<file path="src/sv/segment_intersection_classifier_assert.svh">
// ----------------------------------------------------------------------------
// Assertion macros for the segment intersection classifier.
// ----------------------------------------------------------------------------
`ifndef SEGMENT_INTERSECTION_CLASSIFIER_ASSERT_SVH
`define SEGMENT_INTERSECTION_CLASSIFIER_ASSERT_SVH

// The consequent must hold in the same cycle as the antecedent.
`define SIC_ASSERT_IMPLIES(label, clk, rst, ante, cons, msg) \
   label: assert property (@(posedge clk) disable iff (rst) (ante) |-> (cons)) \
      else $error(msg);

// The expression must hold at every clock edge outside reset.
`define SIC_ASSERT_ALWAYS(label, clk, rst, expr, msg) \
   label: assert property (@(posedge clk) disable iff (rst) (expr)) \
      else $error(msg);

`endif

</file>
<file path="src/sv/sic_pkg.sv">
`timescale 1ns / 1ps
// ----------------------------------------------------------------------------
// sic_pkg
// Shared types and constants of the segment intersection classifier.
// ----------------------------------------------------------------------------
package sic_pkg;

   // Configuration register widths.
   localparam int TOL_W      = 23;
   localparam int FLOOR_W    = 16;
   localparam int CSR_DATA_W = 23;

   // Register stages of the front end and of the classification back end.
   localparam int FRONT_STAGES = 5;
   localparam int CLASS_STAGES = 3;

   // Configuration register indexes.
   typedef enum logic [0:0] {
      CSR_TOLERANCE   = 1'b0,
      CSR_SCALE_FLOOR = 1'b1
   } csr_idx_type;

   // Result of one tolerant orientation test.
   typedef enum logic [1:0] {
      ORI_COL = 2'd0,
      ORI_CCW = 2'd1,
      ORI_CW  = 2'd2
   } ori_type;

   // Result class of a transaction.
   typedef enum logic [1:0] {
      KIND_NONE    = 2'd0,
      KIND_PROPER  = 2'd1,
      KIND_TOUCH   = 2'd2,
      KIND_OVERLAP = 2'd3
   } kind_type;

   // Box and degenerate-segment tests, computed early and carried along.
   typedef struct packed {
      logic inbox_a3;   // second start inside the tolerant box of the first
      logic inbox_a4;   // second end inside the tolerant box of the first
      logic inbox_b1;   // first start inside the tolerant box of the second
      logic inbox_b2;   // first end inside the tolerant box of the second
      logic near_a;     // first segment is degenerate
      logic near_b;     // second segment is degenerate
      logic overlap;    // tolerant boxes overlap in x and y
   } box_flags_type;

endpackage

</file>
<file path="src/sv/sic_isqrt.sv">
`timescale 1ns / 1ps
// ----------------------------------------------------------------------------
// sic_isqrt
// Pipelined integer square root, one result bit per register stage.
// ----------------------------------------------------------------------------
module sic_isqrt import sic_pkg::*; #(
   parameter int VALUE_W = 52
) (
   input  logic                   clock,
   input  logic                   reset,
   input  logic                   in_valid,
   input  logic [VALUE_W-1:0]     value,
   output logic                   out_valid,
   output logic [VALUE_W/2-1:0]   root
);

   localparam int ROOT_W = VALUE_W / 2;

   logic [ROOT_W-1:0]  vld_ff;
   logic [VALUE_W-1:0] rem_ff  [ROOT_W];
   logic [ROOT_W-1:0]  root_ff [ROOT_W];

   for (genvar i = 0; i < ROOT_W; i++) begin : g_step
      localparam int BIT = ROOT_W - 1 - i;

      logic               vld_prev;
      logic [VALUE_W-1:0] rem_prev;
      logic [ROOT_W-1:0]  root_prev;
      logic [VALUE_W-1:0] trial;
      logic [VALUE_W-1:0] rem_in;
      logic [ROOT_W-1:0]  root_in;

      if (i == 0) begin : g_first
         assign vld_prev  = in_valid;
         assign rem_prev  = value;
         assign root_prev = '0;
      end else begin : g_next
         assign vld_prev  = vld_ff[i-1];
         assign rem_prev  = rem_ff[i-1];
         assign root_prev = root_ff[i-1];
      end

      // Try setting this root bit: (R + 2^b)^2 - R^2 = 2^(b+1) R + 2^(2b).
      assign trial = ({{(VALUE_W - ROOT_W){1'b0}}, root_prev} << (BIT + 1)) |
                     ({{(VALUE_W - 1){1'b0}}, 1'b1} << (2 * BIT));

      always_comb begin
         if (rem_prev >= trial) begin
            rem_in  = rem_prev - trial;
            root_in = root_prev | ({{(ROOT_W - 1){1'b0}}, 1'b1} << BIT);
         end else begin
            rem_in  = rem_prev;
            root_in = root_prev;
         end
      end

      always_ff @(posedge clock) begin
         if (reset) begin
            vld_ff[i] <= 1'b0;
         end else begin
            vld_ff[i] <= vld_prev;
         end
      end

      always_ff @(posedge clock) begin
         rem_ff[i]  <= rem_in;
         root_ff[i] <= root_in;
      end
   end

   assign out_valid = vld_ff[ROOT_W-1];
   assign root      = root_ff[ROOT_W-1];

endmodule

</file>
<file path="config.mk">
export PLATFORM = sky130hd
export DESIGN_NAME = sic_isqrt
export DESIGN_NICKNAME = d
export VERILOG_FILES = /design/src/sv/segment_intersection_classifier_assert.svh /design/src/sv/sic_pkg.sv /design/src/sv/sic_isqrt.sv
export SDC_FILE = /design/constraint.sdc
export NUM_CORES = 2
export LEC_CHECK = 0
export ABC_AREA = 0
export ABC_CLOCK_PERIOD_IN_PS = 10000
export BUFFER_PORTS_ARGS = -buffer_cell sky130_fd_sc_hd__buf_4
export CAP_MARGIN = 25
export CORE_MARGIN = 4
export CORE_UTILIZATION = 50
export CTS_BUF_LIST = sky130_fd_sc_hd__clkbuf_8
export DETAILED_ROUTE_END_ITERATION = 10
export GPL_TIMING_DRIVEN = 0
export HOLD_SLACK_MARGIN = 0.15
export PLACE_DENSITY = 0.66
export SYNTH_ARGS = -nofsm -noshare
export SYNTH_HDL_FRONTEND = slang
export SYNTH_SLANG_ARGS = --single-unit
</file>
<file path="constraint.sdc">
create_clock -name clock -period 10 [get_ports clock]
set_input_delay 1 -clock clock [delete_from_list [all_inputs] [get_ports clock]]
set_output_delay 1 -clock clock [all_outputs]
set_load 0.05 [all_outputs]
</file>
==> results.cfg <==
[synthesis]
ys_async_sr_fraction_pct = 0
netlist_instances = 6182
syn_area_um2 = 62200
synth_top_area_share_pct = 54.0
synth_ff_type = dfxtp_1
syn-num-nets = 6610
yosysMostFrequentCell = dfxtp_1
syn_area_per_cell_um2 = 10.1
synth_top_area_cell = dfxtp_1
synth_common_cells = dfxtp_1 (1677), inv_1 (451), nand2_1 (419), nor2_1 (416), ha_1 (373)
yosys_warnings = 0
synth_edf_count = 0
postSynthRegisterBits = 1677
synth_area_leaders = dfxtp_1 (54%), ha_1 (7.5%), xor2_1 (4.1%), xnor2_1 (3.9%), a21oi_1 (2.8%)
yosysSeqAreaShare_pct = 54.0
yosysUniqueCellTypes = 79

[global_route]
grt_pass1_vias = 45100
grt-ovfl-total = 0
grt_pass1_wl_um = 226000
grt_usage_pct = 21.3
antenna_found_initial = 2
grt_max_degree = 17

[detailed_routing]
ant_nets = 0
wl_met3_um = 4410
via_per_inst = 5.22
wl_met1_um = 55600
initialDrtViolationCount = 1847
wirelength_um = 141000
dr.pass1.iters = 5
top_layer = met4
wl_met2_um = 74500
drt_drc_violations_left = 0
via_count = 44000
wl_per_cell_um = 16.7

[critical_path]
reg2reg_depth = 11
timing.rr.end = rem_ff[1][174]
crit_path_end = rem_ff[1][174]
critPathLaunch = root_ff[1][71]
r2r-start = root_ff[1][71]
arrival_ns = 5.18
cp.required_ns = 10.75
critPathKind = reg2reg
r2r_slack_ns = 5.57
worst_setup_path_start_kind = flip-flop
cp_max_fo = 10
endpoint_kind = flip-flop

[pwr]
ir_drop_v = 0.000199
power.density_nw_per_um2 = 283
leakage_nw = 32.5

[run_status]
status = finished, final reports clean

[die]
die_y_um = 361
coreArea_um2 = 124000
fp.dieW_um = 361
core.rowCount = 129
ios = 82
start_util_pct = 50.3
die_area_um2 = 130000

[hold_path]
worstHoldPathType = in2reg
hp-start = reset

[cells_and_area]
area_growth_pct = 13.9
fill_cells = 10700
drive_gt1_share_pct = 8.29
fin_nets = 7033

[timing]
fin_crit_ns = 4.43
worst_pin_slew_ns = 1.00
hold-worst-slack_ns = 0.296
drv_slew = 0
fin_tns_setup_ns = 0
fin_crit_sh_pct = 44.3
relSlewSlack_pct = 32.5
fmax_ghz = 0.226
hold_viol = 0
fin_worst_skew_ns = 0.0790
setup_viol = 0
rsz0062_at_grt = false

[clock_network]
clk-insertion-delay-late_ns = 0.96
cts_resized = 0
cts_buffer_depth = 4
cts_made_buffers = 285
h-tree-depth = 5
cts_tree = built
path_clk_slew_ns = 0.06
cts_sinks = 1677
clockRootBuffer = clkbuf_8

[flow_run]
drv_cap = 0

[place]
gp_congestion = 0.944
port_buffers = 81
hpwl_um = 108000
## kinds of logic (layout without fill, tap and decap cells)
kind of cell	count (synthesis)	in the layout	share of synthesized area [%]
AND/OR/NAND/NOR	1795	1795	14.7
flip-flops	1677	1677	54.0
AO/OA/AOI/OAI	1145	1145	11.4
XOR/XNOR	565	565	7.95
buffers and inverters	562	1161	3.39
adder cells (fa/ha/maj)	373	373	7.50
multiplexers	65	65	1.16
other	0	3	0
## worst max-delay path, stage by stage, from the launching register on
cell and delay (ns):
dfxtp_1 0.35, inv_1 0.05, ha_1 0.36, and4_1 0.32
nand3_1 0.16, nor3_1 0.56, nor3_1 0.27, o211ai_1 0.27
clkbuf_1 0.55, clkbuf_1 0.61, clkbuf_1 0.60, a21oi_1 0.16
## worst min path at each step
stage,to,slack [ns],depth (start not counted)
floorplan,rem_ff[1][166],0.32,0
global placement,rem_ff[0][692],0.33,0
detailed placement,root_ff[1][235],0.34,0
CTS,g_step[21].vld_prev,0.17,2
global route,g_step[25].vld_prev,0.21,2
finish,g_step[25].vld_prev,0.30,2
## flip-flops by register name, summed over array words and instances (netlist names)
register,count
out_valid,1
rem_ff,1300
g_step.vld_prev,25
root_ff,351
## what timing repair did
| item | 4_1_cts | 5_1_grt |
|---|---|---|
| hold buffers | 52 | 0 |
| setup buffers | 0 | 0 |
| endpoints found under the hold margin | 53 | 0 |
| setup endpoints to repair | 0 | 0 |
## per-layer routing
layer	vias to the layer above	track usage (%)
li1	22300	-
met1	20400	22.2
met2	910	40.8
met3	426	3.48
met4	0	10.7
met5	-	0
## metrics by stage
stage / cells / total power, mW / cell area, um^2 / util (%) / setup WS (ns)
5_1_grt: 8421 / 21.4 / 70800 / 57.3 / 5.28
3_5_place_dp: 7903 / 14.4 / 64900 / 52.5 / 5.52
6_report: 8421 / 20.1 / 70800 / 57.3 / 5.57
2_1_floorplan: 6182 / 13.0 / 62200 / - / 6.72
3_3_place_gp: 7900 / 14.3 / 64900 / 52.5 / 5.55
4_1_cts: 8418 / 20.2 / 70800 / 57.3 / 5.51
## power breakdown
| part | leakage (nW) | internal (mW) | switching (mW) |
|---|---|---|---|
| logic | 15.4 | 2.24 | 2.76 |
| clock network | 3.10 | 3.25 | 2.53 |
| registers | 14.1 | 8.20 | 1.11 |
| total | 32.5 | 13.7 | 6.40 |
## cell type report
class                           instances  area, um^2  share of cell area (%)
Timing Repair Buffer                  136        1150                    1.62
Inverter                              452        1700                    2.40
Clock inverter                        114         621                   0.876
Tap cell                             1637        2050                    2.89
Multi-Input combinational cell       3943       26500                    37.4
Clock buffer                          349        4800                    6.78
Buffer                                110         414                   0.585
Sequential cell                      1677       33600                    47.4
Antenna cell                            3        7.51                  0.0106
## cell usage in the layout, fill, tap and decap left out, drive strengths merged, types with 75 or more instances in the layout
cell type  instances
inv              533
xor2             288
nor2             416
o21ai            305
buf               87
dfxtp           1677
nand2b            86
nor3             159
nand2            419
nand3            103
a21o             134
nor4             209
nand4             75
clkbuf           455
a21oi            350
xnor2            277
ha               373
No activity file was read; power rests on OpenSTA's default activity.
